[config.mk]
export PLATFORM = sky130hd
export DESIGN_NAME = htwd_apb_regs
export DESIGN_NICKNAME = d
export VERILOG_FILES = /design/src/hw/rtl/htwd_pkg.sv /design/src/hw/rtl/htwd_apb_regs.sv
export SDC_FILE = /design/constraint.sdc
export NUM_CORES = 1
export LEC_CHECK = 0
export BUFFER_PORTS_ARGS = -buffer_cell sky130_fd_sc_hd__buf_2
export CORE_MARGIN = 1.5
export CORE_UTILIZATION = 33
export CTS_CLUSTER_SIZE = 8
export DETAILED_ROUTE_END_ITERATION = 16
export PLACE_DENSITY = 0.83
export SETUP_SLACK_MARGIN = 0.15
export SLEW_MARGIN = 30
export SYNTH_ARGS = -nofsm -noshare
export SYNTH_HDL_FRONTEND = slang
export SYNTH_SLANG_ARGS = --single-unit
[constraint.sdc]
create_clock -name aclk -period 1.3 [get_ports aclk]
set_input_delay 0.26 -clock aclk [delete_from_list [all_inputs] [get_ports aclk]]
set_output_delay 0.26 -clock aclk [all_outputs]
set_load 0.01 [all_outputs]
[src/hw/rtl/htwd_pkg.sv]
// ----------------------------------------------------------------------------
// htwd_pkg: shared types and constants of the code tree walk decoder
// Node entry layout, result layout, operation and status codes, state type.
// ----------------------------------------------------------------------------
package htwd_pkg;

    localparam int DEF_NODE_COUNT = 512;
    localparam int IDX_W          = 9;
    localparam int SYM_W          = 8;
    localparam int S_TDATA_W      = 48;
    localparam int M_TDATA_W      = 8;
    localparam int M_TUSER_W      = 4;
    localparam int APB_ADDR_W     = 3;
    localparam int APB_DATA_W     = 32;

    localparam logic [3:0] BYTE_BITS = 4'd8;

    // Input item kinds carried on s_tuser.
    localparam logic OP_LOAD = 1'b0;
    localparam logic OP_BYTE = 1'b1;

    // Result status codes.
    localparam logic [1:0] STAT_OK         = 2'd0;
    localparam logic [1:0] STAT_BAD_HEADER = 2'd1;
    localparam logic [1:0] STAT_UNLOADED   = 2'd2;

    // Register index, taken from paddr[2].
    localparam logic REG_ROOT_NODE = 1'b0;

    typedef struct packed {
        logic             loaded;
        logic             leaf;
        logic [IDX_W-1:0] left;
        logic [IDX_W-1:0] right;
        logic [SYM_W-1:0] symbol;
    } node_t;

    localparam int NODE_W = $bits(node_t);

    typedef struct packed {
        logic [SYM_W-1:0] symbol;
        logic             has_symbol;
        logic [1:0]       status;
    } result_t;

    typedef enum logic [2:0] {
        W_CLEAR,
        W_IDLE,
        W_STEP,
        W_LAND,
        W_FAIL,
        W_END,
        W_FINISH
    } walk_state_t;

endpackage

[src/hw/rtl/htwd_apb_regs.sv]
// ----------------------------------------------------------------------------
// htwd_apb_regs: configuration register bank
// Holds the root node index, written and read over the APB port.
// ----------------------------------------------------------------------------
module htwd_apb_regs import htwd_pkg::*; (
    input  logic                  aclk,
    input  logic                  aresetn,
    input  logic                  psel,
    input  logic                  penable,
    input  logic                  pwrite,
    input  logic [APB_ADDR_W-1:0] paddr,
    input  logic [APB_DATA_W-1:0] pwdata,
    output logic [APB_DATA_W-1:0] prdata,
    output logic                  pready,
    output logic [IDX_W-1:0]      root_node
);

    logic [IDX_W-1:0] root_reg;
    logic [IDX_W-1:0] root_next;
    logic             reg_sel;

    assign reg_sel = (paddr[2] == REG_ROOT_NODE);
    assign pready  = 1'b1;

    always_comb begin
        root_next = root_reg;
        if (psel && penable && pwrite && pready && reg_sel) begin
            root_next = pwdata[IDX_W-1:0];
        end
    end

    always_ff @(posedge aclk) begin
        if (!aresetn) begin
            root_reg <= '0;
        end else begin
            root_reg <= root_next;
        end
    end

    assign prdata    = reg_sel ? {{(APB_DATA_W-IDX_W){1'b0}}, root_reg} : '0;
    assign root_node = root_reg;

endmodule

== Yosys cells after proc, flatten, opt, wreduce, memory -nomap -nowiden ==
Index checks and enable logic that the tools add are counted.
Word-level totals
  logic and storage cells: 6
  output and inout bits: 42
  input bits: 40
  register bits: 9
Operators by class
  bitwise gates (word level): 1
  reductions and logical operators: 3
  mux-type cells: 1
Operator list (number)
  $mux W9: 1
  $logic_and A1 B1 Y1: 3
  $not A1 Y1: 1

== Longest topological paths before layout ==
  depth in word-level cells: 3
  gate-level depth with buffers: 4
  gate-level depth less buffers: 2

== Worst setup path before layout ==
OpenSTA, ideal clock, no wires.
  kind: input to register
  from: input aresetn
  to: register root_reg[2] (netlist: root_node[2])
  setup slack: 0.363 ns
  required time: 1.228 ns
  arrival: 0.865 ns
  buffers on the path: 2
  stages: 4
  setup time: 0.072 ns
  path through: buf_2 -> clkbuf_1 -> nand2_1 -> mux2i_1
RTL lines
  start, declared: RTL line htwd_apb_regs.sv:7  | input logic aresetn,
  end signal, assigned: RTL line htwd_apb_regs.sv:36  | root_reg <= root_next;
  end, declared: RTL line htwd_apb_regs.sv:18  | logic [IDX_W-1:0] root_reg;

== Final worst setup path ==
  from: register root_reg[1] (netlist: root_node[1])
  to: output prdata[1]
Between the ends
  cells in the longest elaborated chain, start to end: 1
Ends and longest elaborated chain
  $mux W9: RTL line htwd_apb_regs.sv:40  | assign prdata = reg_sel ? {{(APB_DATA_W-IDX_W){1'b0}}, root_reg} : '0;
  end, declared: RTL line htwd_apb_regs.sv:13  | output logic [APB_DATA_W-1:0] prdata,
No other way between the ends.

==> tab_implementation.tex <==
\begin{tabular}{lr}
\hline
Metric & Value \\
\hline
\multicolumn{2}{l}{\textbf{Global routing}} \\
Total grt overflow & 0 \\
Global-route wire length before repair & 1552 um \\
Global routing usage summed across all routing layers & 10.42\% \\
Number of global-route vias before repair & about 400 \\
Maximum number of pins on one net before global-route repair & 19 \\
Antenna violations before repair & 0 \\
\multicolumn{2}{l}{\textbf{Clocking}} \\
Clock sinks & 9 \\
Clk pin slew, worst setup/hold paths & 0.06 ns \\
Number of buffers on the longest clock path & 2 \\
Clock Root Buffer & sky130\_fd\_sc\_hd\_\_clkbuf\_4 \\
Number of H-tree levels & 1 \\
CTS tree & yes \\
Worst-skew pair later-pin latency & around 0.25 ns \\
Inserted Clock Buffers & 3 \\
Hold-fix buffer count after cts & 0 \\
\multicolumn{2}{l}{\textbf{Detailed routing}} \\
Total via count after detailed routing & 511 \\
Routed length on met3 & around 120 um \\
Met2 wire length & approximately 630 um \\
First-iteration detailed-routing DRC count & 1 \\
Number of detailed-route iterations in the first pass & 3 \\
Routed wire length & 1128 um \\
Met1 Wirelength & approximately 380 um \\
Number of nets still failing antenna checks after routing & 0 \\
Mean routed wirelength per cell & $\sim$8.3 um \\
DRC violation count after routing & 0 \\
Average vias per placed instance & approximately 3.8 \\
Top sig layer & met3 \\
\multicolumn{2}{l}{\textbf{Power and ir drop}} \\
Total internal power & $\sim$440 uW \\
Clock share of power & approximately 34\% \\
Sequential Power Share & around 48\% \\
Psw & 157.0 uW \\
Switching fraction of total power & 26.15\% \\
Portion of total power attributed to combinational logic & roughly 18\% \\
Total power density per cell area & between 700 and 800 nW/um\^{}2 \\
Peak ir drop on the vdd network & around 640 uV \\
Cell leakage power & roughly 0.46 nW \\
\multicolumn{2}{l}{\textbf{Placed design}} \\
Worst slack after detailed placement & around 0.17 ns \\
Weighted congestion at the end of routability-driven global placement & 0.6730 \\
Area post-placement & $\sim$720 um\^{}2 \\
IO Port Bufs & 32 \\
Placed wire-length estimate after detailed placement & 907.3 um \\
Placed Cells incl. Taps & roughly 130 \\
\multicolumn{2}{l}{\textbf{Logic synthesis}} \\
Sequential area share after synthesis & $\sim$28\% \\
Synth area leaders & sky130\_fd\_sc\_hd\_\_dfxtp\_1 28\%, sky130\_fd\_sc\_hd\_\_buf\_4 28\%, sky130\_fd\_sc\_hd\_\_mux2i\_1 14\% \\
Number of enable-type register cells in the synthesized netlist & 0 \\
Post-synthesis cell count & 75 \\
Share of the synthesized area in the top cell type & 28.40\% \\
Number of distinct standard cells referenced by the synthesized netlist & 10 \\
Leading register cell type out of synthesis & sky130\_fd\_sc\_hd\_\_dfxtp\_1 \\
Post-Synthesis Mean Instance Area & between 8 and 9 um\^{}2 \\
Top post-synthesis cells by count & 24 x sky130\_fd\_sc\_hd\_\_buf\_4, 18 x sky130\_fd\_sc\_hd\_\_nand2\_1, 9 x sky130\_fd\_sc\_hd\_\_and2b\_2, 9 x sky130\_fd\_sc\_hd\_\_dfxtp\_1, 9 x sky130\_fd\_sc\_hd\_\_mux2i\_1 \\
Asr flop ratio synth & 0\% \\
Count of warnings emitted by yosys & 0 \\
Most area-hungry cell type in the Yosys netlist & sky130\_fd\_sc\_hd\_\_dfxtp\_1 \\
Register bit total from synthesis & 9 \\
Post-Synthesis Cell Area & between 600 and 700 um\^{}2 \\
Cell with the most instances after synthesis & sky130\_fd\_sc\_hd\_\_buf\_4 \\
\multicolumn{2}{l}{\textbf{Flow run}} \\
Maximum Capacitance Violations & 0 \\
\multicolumn{2}{l}{\textbf{Floorplan}} \\
Die area & between 2000 and 2500 um\^{}2 \\
Height of the die & approximately 47 um \\
Initial Utilization & 35.96\% \\
Count of boundary I/O pins & about 80 \\
Number of cell rows & 15 \\
Core area & between 1500 and 2000 um\^{}2 \\
X dimension of the die & between 40 and 50 um \\
\multicolumn{2}{l}{\textbf{Worst setup path}} \\
Start of the worst register-to-register path & root\_node[2] \\
Launch point of the worst path & root\_node[1] \\
Critical path start-end classification & reg2out \\
Max stage delay cell, worst path & sky130\_fd\_sc\_hd\_\_dfxtp\_2 \\
CP arrival & just under 0.9 ns \\
Startpoint type of the worst setup path & flip-flop \\
CP required & 1.04 ns \\
Highest cell delay on the worst timing path & 0.32 ns \\
CP Max Fanout & 2 \\
Length in cells of the worst reg-to-reg path & 3 \\
Ordered list of cells on the worst path & and2b\_2, buf\_6 \\
Kind of end point of the critical path & output port \\
\multicolumn{2}{l}{\textbf{Run status}} \\
Outcome & finished clean \\
\multicolumn{2}{l}{\textbf{Timing}} \\
Smallest setup slack after layout & 0.1659 ns \\
Finish-stage setup viols & 0 \\
Peak Freq & $\sim$880 MHz \\
Unrepaired setup endpoints after global routing & yes \\
Clock skew after layout & 0 ns \\
Sum Neg Setup Slack & 0 ns \\
Final worst-path cycle share & 87.24\% \\
Hold Violations, Final & 0 \\
Number of max-slew violations in the final report & 0 \\
Crit path time final & roughly 1.1 ns \\
\multicolumn{2}{l}{\textbf{Cells and area}} \\
Fraction of layout cells with a size suffix above 1 & 52.25\% \\
Max reg flops & 9 \\
Layout overhead on the synthesized area & 32.35\% \\
Net total in the final layout & about 150 \\
Filler-free cell count of the finished design & around 140 \\
Filler instances & 202 \\
Design area & approximately 840 um\^{}2 \\
Antenna diode count & 0 \\
\multicolumn{2}{l}{\textbf{Min path}} \\
Worst min-delay path startpoint & pwdata[4] \\
Hold crit path type & in2reg \\
Number of cells traversed by the worst hold path & 3 \\
\hline
\end{tabular}
[logic make-up (layout without fill, tap and decap cells)]
group | count (synthesis) | in the layout | synth area share (%)
other | 2 | 24 | 1.184
DFF | 9 | 9 | 28.40
and+or+nand+nor | 28 | 28 | 24.65
buffers and inverters | 27 | 41 | 31.56
muxes | 9 | 9 | 14.20
[metal layers]
layer / vias up / GRT usage, %
met3: 0 / 6.923
met5: - / 0
met4: 0 / 0
met1: 223 / 9.028
met2: 31 / 20.82
li1: 257 / -
[area by class of cell]
cell class | instances | area [um^2] | area share (%)
Clock buffer | 4 | 26.28 | 3.130
Sequential cell | 9 | 191.4 | 22.80
Multi-Input combinational cell | 61 | 336.6 | 40.09
Timing Repair Buffer | 37 | 254.0 | 30.25
Tap cell | 25 | 31.28 | 3.726
[worst max-delay path, delay by kind of cell, from the launching register on]
family | cells | cell delay (ns)
buf+inv | 1 | 0.12
flops | 1 | 0.32
simple gates | 1 | 0.19
[power groups by stage]
stage	combinational (mW)	clock [mW]	sequential, mW
floorplan	0.117	0	0.295
global placement	0.0987	0	0.291
CTS	0.105	0.216	0.286
global route	0.124	0.223	0.287
detailed placement	0.100	0	0.292
finish	0.109	0.206	0.286
[placed cells by master, fill, tap and decap left out]
cell type,count
sky130_fd_sc_hd__and2b_2,9
sky130_fd_sc_hd__and4b_1,1
sky130_fd_sc_hd__buf_2,23
sky130_fd_sc_hd__buf_4,5
sky130_fd_sc_hd__buf_6,9
sky130_fd_sc_hd__clkbuf_1,1
sky130_fd_sc_hd__clkbuf_4,3
sky130_fd_sc_hd__conb_1,24
sky130_fd_sc_hd__dfxtp_2,9
sky130_fd_sc_hd__mux2i_1,9
sky130_fd_sc_hd__nand2_1,18
[path summary, 6_finish.rpt]
path	endpoint	slack, ns
setup / recovery	prdata[1]	0.17
hold / removal	root_node[4]	0.24
setup reg to reg	root_node[2]	0.63
hold reg to reg	root_node[5]	0.46
[through the flow]
| step | util [%] | hold WS [ns] | power (mW) |
|---|---|---|---|
| floorplan | - | 0.4021 | 0.4114 |
| global placement | 40.99 | 0.4502 | 0.3900 |
| detailed placement | 40.99 | 0.4588 | 0.3924 |
| CTS | 44.61 | 0.2375 | 0.6064 |
| global route | 47.59 | 0.2561 | 0.6342 |
| finish | 47.59 | 0.2434 | 0.6005 |
[timing repair]
action                                  4_1_cts  5_1_grt
endpoints found under the setup margin        7        9
setup buffers                                 3        0
resized for setup                             8       10
No activity file was read; power rests on OpenSTA's default activity.
