### src/hw/rtl/htwd_pkg.sv
// ----------------------------------------------------------------------------
// htwd_pkg: shared types and constants of the code tree walk decoder
// Node entry layout, result layout, operation and status codes, state type.
// ----------------------------------------------------------------------------
package htwd_pkg;

    localparam int DEF_NODE_COUNT = 512;
    localparam int IDX_W          = 9;
    localparam int SYM_W          = 8;
    localparam int S_TDATA_W      = 48;
    localparam int M_TDATA_W      = 8;
    localparam int M_TUSER_W      = 4;
    localparam int APB_ADDR_W     = 3;
    localparam int APB_DATA_W     = 32;

    localparam logic [3:0] BYTE_BITS = 4'd8;

    // Input item kinds carried on s_tuser.
    localparam logic OP_LOAD = 1'b0;
    localparam logic OP_BYTE = 1'b1;

    // Result status codes.
    localparam logic [1:0] STAT_OK         = 2'd0;
    localparam logic [1:0] STAT_BAD_HEADER = 2'd1;
    localparam logic [1:0] STAT_UNLOADED   = 2'd2;

    // Register index, taken from paddr[2].
    localparam logic REG_ROOT_NODE = 1'b0;

    typedef struct packed {
        logic             loaded;
        logic             leaf;
        logic [IDX_W-1:0] left;
        logic [IDX_W-1:0] right;
        logic [SYM_W-1:0] symbol;
    } node_t;

    localparam int NODE_W = $bits(node_t);

    typedef struct packed {
        logic [SYM_W-1:0] symbol;
        logic             has_symbol;
        logic [1:0]       status;
    } result_t;

    typedef enum logic [2:0] {
        W_CLEAR,
        W_IDLE,
        W_STEP,
        W_LAND,
        W_FAIL,
        W_END,
        W_FINISH
    } walk_state_t;

endpackage

### src/hw/rtl/htwd_walker.sv
// ----------------------------------------------------------------------------
// htwd_walker: bit-serial tree walk sequencer
// Shifts each byte out one bit at a time, steps through the node store and
// queues results through a one-deep pending slot and an output register.
// ----------------------------------------------------------------------------
module htwd_walker import htwd_pkg::*; #(
    parameter int NODE_COUNT = DEF_NODE_COUNT
) (
    input  logic                          aclk,
    input  logic                          aresetn,
    input  logic [IDX_W-1:0]              root_node,
    input  logic                          s_tvalid,
    output logic                          s_tready,
    input  logic [S_TDATA_W-1:0]          s_tdata,
    input  logic                          s_tuser,
    input  logic                          s_tlast,
    output logic                          m_tvalid,
    input  logic                          m_tready,
    output logic [M_TDATA_W-1:0]          m_tdata,
    output logic [M_TUSER_W-1:0]          m_tuser,
    output logic                          m_tlast,
    output logic                          mem_we,
    output logic [$clog2(NODE_COUNT)-1:0] mem_waddr,
    output node_t                         mem_wdata,
    output logic [$clog2(NODE_COUNT)-1:0] mem_raddr,
    input  node_t                         mem_rdata
);

    localparam int AW = $clog2(NODE_COUNT);

    walk_state_t      state_reg, state_next;
    logic [IDX_W-1:0] pos_reg, pos_next;
    logic             await_reg, await_next;
    logic [3:0]       fvb_reg, fvb_next;
    logic             err_reg, err_next;
    logic [SYM_W-1:0] shift_reg, shift_next;
    logic [3:0]       cnt_reg, cnt_next;
    logic             fin_reg, fin_next;
    logic             fail_reg, fail_next;
    logic             ok_reg, ok_next;
    logic             pend_valid_reg, pend_valid_next;
    result_t          pend_reg, pend_next;
    logic             out_valid_reg, out_valid_next;
    result_t          out_res_reg, out_res_next;
    logic             out_eof_reg, out_eof_next;
    logic             out_last_reg, out_last_next;
    logic [AW-1:0]    clr_cnt_reg, clr_cnt_next;

    logic [IDX_W-1:0] in_index;
    logic [IDX_W-1:0] in_left;
    logic [IDX_W-1:0] in_right;
    logic [SYM_W-1:0] in_symbol;
    logic [SYM_W-1:0] in_byte;
    logic             in_acc;
    logic             out_free;
    logic             cur_bad;
    logic             land_stall;
    logic             header_good;
    logic [IDX_W-1:0] child;
    logic [IDX_W-1:0] rd_idx;

    // Input item fields, lowest bits first.
    assign in_index  = s_tdata[8:0];
    assign in_left   = s_tdata[18:10];
    assign in_right  = s_tdata[27:19];
    assign in_symbol = s_tdata[35:28];
    assign in_byte   = s_tdata[43:36];

    assign in_acc      = s_tvalid && s_tready;
    assign out_free    = !out_valid_reg || m_tready;
    assign cur_bad     = !(ok_reg && mem_rdata.loaded);
    assign child       = shift_reg[0] ? mem_rdata.right : mem_rdata.left;
    assign header_good = (in_byte != '0) && (in_byte <= SYM_W'(BYTE_BITS));
    // A leaf reached while the pending slot cannot drain waits with the
    // read address held, so the node entry stays on the read port.
    assign land_stall  = (state_reg == W_LAND) && !cur_bad && mem_rdata.leaf
                         && pend_valid_reg && !out_free;

    // Next state.
    always_comb begin
        state_next = state_reg;
        case (state_reg)
            W_CLEAR: begin
                if (32'(clr_cnt_reg) == NODE_COUNT - 1) begin
                    state_next = W_IDLE;
                end
            end
            W_IDLE: begin
                if (in_acc && (s_tuser == OP_BYTE)) begin
                    if (err_reg) begin
                        state_next = s_tlast ? W_FINISH : W_IDLE;
                    end else if (await_reg) begin
                        state_next = (header_good && !s_tlast) ? W_IDLE : W_FINISH;
                    end else begin
                        state_next = W_STEP;
                    end
                end
            end
            W_STEP: begin
                state_next = cur_bad ? W_FAIL : W_LAND;
            end
            W_LAND: begin
                if (cur_bad) begin
                    state_next = W_FAIL;
                end else if (!land_stall) begin
                    state_next = (cnt_reg == '0) ? W_END : W_STEP;
                end
            end
            W_FAIL: begin
                if (!pend_valid_reg || out_free) begin
                    state_next = W_FINISH;
                end
            end
            W_END: begin
                state_next = (pend_valid_reg || fin_reg) ? W_FINISH : W_IDLE;
            end
            W_FINISH: begin
                if (out_free) begin
                    state_next = W_IDLE;
                end
            end
            default: begin
                state_next = W_IDLE;
            end
        endcase
    end

    // Handshake and node store control.
    always_comb begin
        s_tready  = (state_reg == W_IDLE);
        mem_we    = 1'b0;
        mem_waddr = AW'(in_index);
        mem_wdata = '{loaded: 1'b1, leaf: s_tdata[9], left: in_left,
                      right: in_right, symbol: in_symbol};
        rd_idx    = pos_reg;
        case (state_reg)
            W_CLEAR: begin
                mem_we    = 1'b1;
                mem_waddr = clr_cnt_reg;
                mem_wdata = '0;
            end
            W_IDLE: begin
                mem_we = in_acc && (s_tuser == OP_LOAD) && (32'(in_index) < NODE_COUNT);
            end
            W_STEP: begin
                rd_idx = child;
            end
            W_LAND: begin
                if (!cur_bad && mem_rdata.leaf && !land_stall) begin
                    rd_idx = root_node;
                end
            end
            default: begin
                rd_idx = pos_reg;
            end
        endcase
        mem_raddr = AW'(rd_idx);
    end

    // Datapath next values.
    always_comb begin
        pos_next        = pos_reg;
        await_next      = await_reg;
        fvb_next        = fvb_reg;
        err_next        = err_reg;
        shift_next      = shift_reg;
        cnt_next        = cnt_reg;
        fin_next        = fin_reg;
        fail_next       = fail_reg;
        ok_next         = 32'(rd_idx) < NODE_COUNT;
        pend_valid_next = pend_valid_reg;
        pend_next       = pend_reg;
        out_valid_next  = out_valid_reg && !m_tready;
        out_res_next    = out_res_reg;
        out_eof_next    = out_eof_reg;
        out_last_next   = out_last_reg;
        clr_cnt_next    = clr_cnt_reg;
        case (state_reg)
            W_CLEAR: begin
                clr_cnt_next = clr_cnt_reg + 1'b1;
            end
            W_IDLE: begin
                if (in_acc && (s_tuser == OP_BYTE)) begin
                    fin_next   = s_tlast;
                    fail_next  = 1'b0;
                    shift_next = in_byte;
                    cnt_next   = s_tlast ? fvb_reg : BYTE_BITS;
                    if (err_reg) begin
                        pend_valid_next = s_tlast;
                        pend_next       = '{symbol: '0, has_symbol: 1'b0, status: STAT_OK};
                    end else if (await_reg) begin
                        if (header_good) begin
                            fvb_next        = in_byte[3:0];
                            await_next      = 1'b0;
                            pos_next        = root_node;
                            pend_valid_next = s_tlast;
                            pend_next       = '{symbol: '0, has_symbol: 1'b0,
                                                status: STAT_OK};
                        end else begin
                            fail_next       = 1'b1;
                            pend_valid_next = 1'b1;
                            pend_next       = '{symbol: '0, has_symbol: 1'b0,
                                                status: STAT_BAD_HEADER};
                        end
                    end
                end
            end
            W_STEP: begin
                if (!cur_bad) begin
                    pos_next   = child;
                    shift_next = shift_reg >> 1;
                    cnt_next   = cnt_reg - 1'b1;
                end
            end
            W_LAND: begin
                if (!cur_bad && mem_rdata.leaf && !land_stall) begin
                    if (pend_valid_reg) begin
                        out_valid_next = 1'b1;
                        out_res_next   = pend_reg;
                        out_eof_next   = 1'b0;
                        out_last_next  = 1'b0;
                    end
                    pend_valid_next = 1'b1;
                    pend_next       = '{symbol: mem_rdata.symbol, has_symbol: 1'b1,
                                        status: STAT_OK};
                    pos_next        = root_node;
                end
            end
            W_FAIL: begin
                fail_next = 1'b1;
                if (pend_valid_reg && out_free) begin
                    out_valid_next = 1'b1;
                    out_res_next   = pend_reg;
                    out_eof_next   = 1'b0;
                    out_last_next  = 1'b0;
                end
                if (!pend_valid_reg || out_free) begin
                    pend_valid_next = 1'b1;
                    pend_next       = '{symbol: '0, has_symbol: 1'b0, status: STAT_UNLOADED};
                end
            end
            W_END: begin
                if (!pend_valid_reg && fin_reg) begin
                    pend_valid_next = 1'b1;
                    pend_next       = '{symbol: '0, has_symbol: 1'b0, status: STAT_OK};
                end
            end
            W_FINISH: begin
                if (out_free) begin
                    out_valid_next  = 1'b1;
                    out_res_next    = pend_reg;
                    out_eof_next    = fin_reg;
                    out_last_next   = 1'b1;
                    pend_valid_next = 1'b0;
                    if (fin_reg) begin
                        await_next = 1'b1;
                        err_next   = 1'b0;
                        pos_next   = root_node;
                    end else if (fail_reg) begin
                        err_next = 1'b1;
                    end
                end
            end
            default: begin
                pend_valid_next = 1'b0;
            end
        endcase
    end

    always_ff @(posedge aclk) begin
        if (!aresetn) begin
            state_reg      <= W_CLEAR;
            pos_reg        <= '0;
            await_reg      <= 1'b1;
            fvb_reg        <= BYTE_BITS;
            err_reg        <= 1'b0;
            fin_reg        <= 1'b0;
            fail_reg       <= 1'b0;
            pend_valid_reg <= 1'b0;
            out_valid_reg  <= 1'b0;
            clr_cnt_reg    <= '0;
        end else begin
            state_reg      <= state_next;
            pos_reg        <= pos_next;
            await_reg      <= await_next;
            fvb_reg        <= fvb_next;
            err_reg        <= err_next;
            fin_reg        <= fin_next;
            fail_reg       <= fail_next;
            pend_valid_reg <= pend_valid_next;
            out_valid_reg  <= out_valid_next;
            clr_cnt_reg    <= clr_cnt_next;
        end
    end

    always_ff @(posedge aclk) begin
        shift_reg    <= shift_next;
        cnt_reg      <= cnt_next;
        ok_reg       <= ok_next;
        pend_reg     <= pend_next;
        out_res_reg  <= out_res_next;
        out_eof_reg  <= out_eof_next;
        out_last_reg <= out_last_next;
    end

    assign m_tvalid = out_valid_reg;
    assign m_tdata  = out_res_reg.symbol;
    assign m_tuser  = {out_res_reg.status, out_eof_reg, out_res_reg.has_symbol};
    assign m_tlast  = out_last_reg;

`ifndef ASSERT_OFF
    a_idle_no_pending: assert property (@(posedge aclk) disable iff (!aresetn)
        (state_reg == W_IDLE) |-> !pend_valid_reg)
        else $error("pending result left over while idle");

    a_bit_count_range: assert property (@(posedge aclk) disable iff (!aresetn)
        ((state_reg == W_STEP) || (state_reg == W_LAND)) |-> (cnt_reg <= BYTE_BITS))
        else $error("bit count out of range");

    a_eof_is_last: assert property (@(posedge aclk) disable iff (!aresetn)
        out_valid_reg && out_eof_reg |-> out_last_reg)
        else $error("end of file on a result that is not last of its run");

    a_status_no_symbol: assert property (@(posedge aclk) disable iff (!aresetn)
        out_valid_reg && (out_res_reg.status != STAT_OK) |-> !out_res_reg.has_symbol)
        else $error("error result carries a symbol");
`endif

endmodule

### config.mk
export PLATFORM = sky130hd
export DESIGN_NAME = htwd_walker
export DESIGN_NICKNAME = d
export VERILOG_FILES = /design/src/hw/rtl/htwd_pkg.sv /design/src/hw/rtl/htwd_walker.sv
export SDC_FILE = /design/constraint.sdc
export NUM_CORES = 1
export LEC_CHECK = 0
export ABC_AREA = 1
export BUFFER_PORTS_ARGS = -buffer_cell sky130_fd_sc_hd__buf_2
export CORE_ASPECT_RATIO = 0.8
export CORE_MARGIN = 5
export CORE_UTILIZATION = 40
export DETAILED_ROUTE_END_ITERATION = 6
export PLACE_DENSITY_LB_ADDON = 0.15
export SETUP_SLACK_MARGIN = 0.3
export SKIP_CTS_REPAIR_TIMING = 1
export SYNTH_ARGS = -nofsm -noshare
export SYNTH_HDL_FRONTEND = slang
export SYNTH_SLANG_ARGS = --single-unit
### constraint.sdc
create_clock -name aclk -period 3.3 [get_ports aclk]
set_input_delay 0.495 -clock aclk [delete_from_list [all_inputs] [get_ports aclk]]
set_output_delay 0.495 -clock aclk [all_outputs]
set_load 0.03 [all_outputs]
* After elaboration in Yosys (flattened, before gate mapping)
Cells that the tools add are included.
Cells by class: order comparisons 1, eq/ne operators 22, bitwise operators 3, $mul 0, shift-type cells 0, add/subtract/negate cells 2, multiplexer cells 81, reductions and logical operators 45, divide/modulo/power cells 0
Operators with widths (count):
- $mux 11 | 10
- $mux 9 | 10
- $pmux 11 s4 | 1
- $mux 3 | 13
- $pmux 9 s4 | 1
- $pmux 11 s3 | 1
- $mux 1 | 28
- $mux 28 | 1
- $pmux 3 s7 | 1
- $reduce_and 5->1 | 4
- $ne 2x2->1 const B | 9
- $pmux 9 s2 | 1
- $mux 8 | 2
- $pmux 8 s2 | 1
- $logic_and 1x1->1 | 14
- $mux 4 | 3
- $add 9x1->9 const B | 1
- $eq 3x3->1 const B | 3
- $eq 9x9->1 const B | 1
- $pmux 1 s3 | 3
- $le 8x4->1 const B | 1
- $ne 2x1->1 const B | 4
- $pmux 4 s2 | 1
- $reduce_and 8->1 | 1
- other kinds (21) | 39
Storage, ports and cells: bits in registers 67, output and inout port bits 62, bits in writable memories 0, bits in read-only memories 0, input port bits 91, bits in latches 0, memories kept 0

* Logic depth before layout (Yosys ltp)
depth in word-level cells 9, depth in mapped cells 10, gate-level depth less buffers 10

* Worst setup path after synthesis
Ideal clock, no wire load.
path kind register -> register, start point reg state_reg[2], end point reg pend_reg[0] (netlist bit), enable pin, period minus slack after synthesis 2.484 ns, data arrival time 2.076 ns, path slack 0.816 ns, setup time 0.408 ns, required time 2.892 ns, stages on the path, launching flop included 7, cells stage by stage dfxtp_1 > inv_2 > nand2_2 > nor2_4 > o21ai_2 > inv_1 > nor4_1
RTL lines:
- start: declaration | RTL line htwd_walker.sv:31 | walk_state_t state_reg, state_next;
- start signal: assignment | RTL line htwd_walker.sv:283 | state_reg <= state_next;
- $eq 3x1->1 (*) | RTL line htwd_walker.sv:130 | s_tready = (state_reg == W_IDLE);
- via s_tready | RTL line htwd_walker.sv:13 | output logic s_tready,
- $logic_and 1x1->1 | RTL line htwd_walker.sv:69 | assign in_acc = s_tvalid && s_tready;
- $logic_and 1x1->1 | RTL line htwd_walker.sv:183 | if (in_acc && (s_tuser == OP_BYTE)) begin
- $ne 2x1->1 (no source line)
- $reduce_and 6->1 (no source line) (*)
- end signal: assignment | RTL line htwd_walker.sv:300 | pend_reg <= pend_next;
- end: declaration | RTL line htwd_walker.sv:42 | result_t pend_reg, pend_next;
The timed path passes the listed nets; every way through them passes the cells marked *. A chain may end at the register's enable or synchronous reset.

* Final worst setup path
start point reg state_reg[2], end point out mem_raddr[3]
Between the ends: cells in the longest elaborated chain, start to end 9
Ends and longest elaborated chain:
- $eq 3x2->1 | RTL line htwd_walker.sv:76, htwd_walker.sv:136
- $logic_and 1x1->1 (2 in a row) | RTL line htwd_walker.sv:76 | assign land_stall = (state_reg == W_LAND) && !cur_bad && mem_rdata.leaf
- $logic_and 1x1->1 (2 in a row) | RTL line htwd_walker.sv:77 | && pend_valid_reg && !out_free;
- $logic_not 1->1 | RTL line htwd_walker.sv:149 | if (!cur_bad && mem_rdata.leaf && !land_stall) begin
- $logic_and 1x1->1 | RTL line htwd_walker.sv:149
- $mux 9
- $pmux 9 s2 (*) | RTL line htwd_walker.sv:136 | case (state_reg)
- end: declaration | RTL line htwd_walker.sv:25 | output logic [$clog2(NODE_COUNT)-1:0] mem_raddr,
Mark *: on every way between the ends. The rest lies on a longest branch, timed or not.

==> results_dict.tcl <==
set metrics [dict create \
    status "finished, final reports clean" \
    core_area_um2 9729 \
    synthDistinctLibCells 34 \
    dieArea_um2 12120 \
    syn_area_per_cell_um2 7.074 \
    grt_use_total_pct 18.39 \
    crit_fanout 16 \
    crit_type "register to output pin" \
    rsz0062_at_grt "no" \
    yosysWarnings 0 \
    insertion_delay_ps 330 \
    root_buffer "clkbuf_16" \
    ant_nets 0 \
    r2r_end "pend_reg[9]$_DFFE_PP_" \
    rows 32 \
    min-delay-start "pend_reg[0]$_DFFE_PP_" \
    area_growth_pct 30.50 \
    overflow 0 \
    grt_first_pass_wirelength_mm 17.88 \
    hold_ws_ps 413.1 \
    period_minus_slack_ps 2741 \
    reg2regPathDepth 7 \
    ys_ff_latch 67 \
    io_pins 153 \
    drt_first_iter_violations 200 \
    drc 0 \
    power_density_nw_per_um2 500.4 \
    fp.dieH_um 99.49 \
    skew_ps 11.51 \
    largest_reg_flops 11 \
    numCtsBuffers 9 \
    endpoint_kind "output pin" \
    worst-slew-pin-transition_ps 611.8 \
    clockBufferDepth 2 \
    first_global_vias 3757 \
    cts.sinks 67 \
    vias_per_cell 4.644 \
    vias 3971 \
    synthFlopType "edfxtp_1" \
    holdPathStages 0 \
    clk_pin_slew_ps 50 \
    fmax_ghz 0.3648 \
    gp_congestion 0.8662 \
    fin_tns_setup_ps 0 \
    critPathArrivalTime_ps 2250 \
    finalWirelength_mm 11.01 \
    fin_area_um2 5225 \
    fin_crit_sh_pct 83.06 \
    die_x_um 121.9 \
    startpoint_type "register" \
    setup_viol 0 \
    numPortBuffers 148 \
    placed_area_um2 4900 \
    r2r_slack_ps 1050 \
    ir_drop_uv 300.2 \
    setup_ws_ps 558.9 \
    ys_seq_area_share_pct 42.50 \
    syn_inst 566 \
    post-place-ws_ps 755.4 \
    r2r_start "state_reg[2]$_SDFFE_PN0P_" \
    nNetsFinal 811 \
    slew_violations 0 \
    grt_max_degree 31 \
    start_util_pct 41.15 \
    synth_area_um2 4004 \
    finalHoldViolCount 0 \
    hold_path_class "register to register" \
    critPathRequiredTime_ps 2800 \
    wire_per_inst_um 12.88 \
    fillers 972 \
    drive_above_1_share_pct 27.40 \
    antenna_found_initial 0 \
    hold_end "m_tuser[2]$_DFFE_PP_" \
    synth_edf_count 36 \
    dp_hpwl_mm 8.249 \
    drt-pass1-iter-count 4 \
    synthesis.nets 663 \
    cts_tree "built" \
    ys_async_sr_fraction_pct 0 \
    max_slew_margin_pct 59.11 \
    drv_cap 0 \
    diodes 0 \
    htree_levels 3 \
    power_leakage_nw 2.731 \
]
==> worst max-delay path: stages, from the launching register on <==
cell	delay (ps)
dfxtp_1	380
inv_2	110
nand2_2	110
inv_1	90
nand2_1	360
a31oi_1	290
nand2_1	80
a21oi_1	170
a21o_1	130
buf_2	200
==> cell families after synthesis <==
kind of cell / after synthesis / share of synthesized area, %
muxes: 9 / 2.531
adders and majority gates: 6 / 1.875
and+or+nand+nor: 272 / 28.66
buffers and inverters: 125 / 12.00
AOI/OAI and AO/OA: 85 / 12.00
xor gates and xnor gates: 2 / 0.4376
DFF: 67 / 42.50
==> synthesized netlist by cell type (2+ instances only) <==
library cell	instances	share of area, %
inv_1	100	9.4
nor3_1	10	1.3
clkbuf_1	8	0.75
nand3_1	18	2.3
a21o_1	9	1.7
dfxtp_1	31	16
o21ai_0	29	3.6
a31oi_1	9	1.4
nor3b_1	2	0.37
inv_2	5	0.47
ha_1	6	1.9
clkinv_1	2	0.19
buf_2	6	0.75
buf_1	3	0.28
mux2_2	9	2.5
nor2_2	2	0.31
a21oi_1	31	3.9
edfxtp_1	36	27
o211ai_1	3	0.56
nor2_1	94	8.8
nand4_1	12	1.9
nand2_1	128	12
o21ai_2	2	0.44
==> layout by cell type (no fill, tap or decap), drive strengths merged, types with 12 or more instances in the layout <==
master,count
buf,155
nand2,129
inv,105
nor2,98
edfxtp,36
a21oi,31
dfxtp,31
o21ai,31
nand3,20
nand4,12
==> layer usage <==
| metal | part of all wire (%) | wire length, um | track usage [%] |
|---|---|---|---|
| met5 | 0 | 0 | 0 |
| met4 | 0.12 | 13 | 3.876 |
| met3 | 5.6 | 622 | 5.003 |
| met2 | 46 | 5042 | 28.74 |
| met1 | 48 | 5335 | 25.65 |
==> area by class of cell <==
type	instances	area, um2	area share (%)
sequential	67	1702	32.57
inverter	107	409.1	7.830
multi-input combinational	374	1833	35.08
clock buffer	10	229.0	4.382
timing repair buffer	155	793.3	15.18
clock inverter	6	88.84	1.700
tap	136	170.2	3.257
==> power by group <==
| part | total, W | switching, W | internal [W] | leakage [nW] |
|---|---|---|---|---|
| clock | 0.00102 | 0.000358 | 0.000662 | 0.149 |
| combinational | 0.000613 | 0.000414 | 0.000198 | 2.01 |
| sequential | 0.000982 | 0.0000370 | 0.000945 | 0.574 |
| total | 0.00261 | 0.000809 | 0.00181 | 2.73 |
==> stage by stage <==
step	instances	power (W)	utilization (%)
6_report	855	0.002615	53.70
5_1_grt	855	0.002753	53.70
4_1_cts	855	0.002641	53.63
3_5_place_dp	839	0.001610	50.36
3_3_place_gp	839	0.001602	50.36
2_1_floorplan	566	0.001413	-
==> how the worst max path moves through the flow <==
stage                         startpoint                    end  cells after the start
3_3_place_gp               mem_rdata[27]           mem_raddr[3]                      9
2_1_floorplan  state_reg[2]$_SDFFE_PN0P_  pend_reg[0]$_DFFE_PP_                      6
5_1_grt        state_reg[2]$_SDFFE_PN0P_           mem_raddr[3]                      9
3_5_place_dp               mem_rdata[27]           mem_raddr[3]                      9
6_report       state_reg[2]$_SDFFE_PN0P_           mem_raddr[3]                      9
4_1_cts        state_reg[1]$_SDFFE_PN0P_           mem_raddr[3]                      5
No activity file was read; power rests on OpenSTA's default activity.
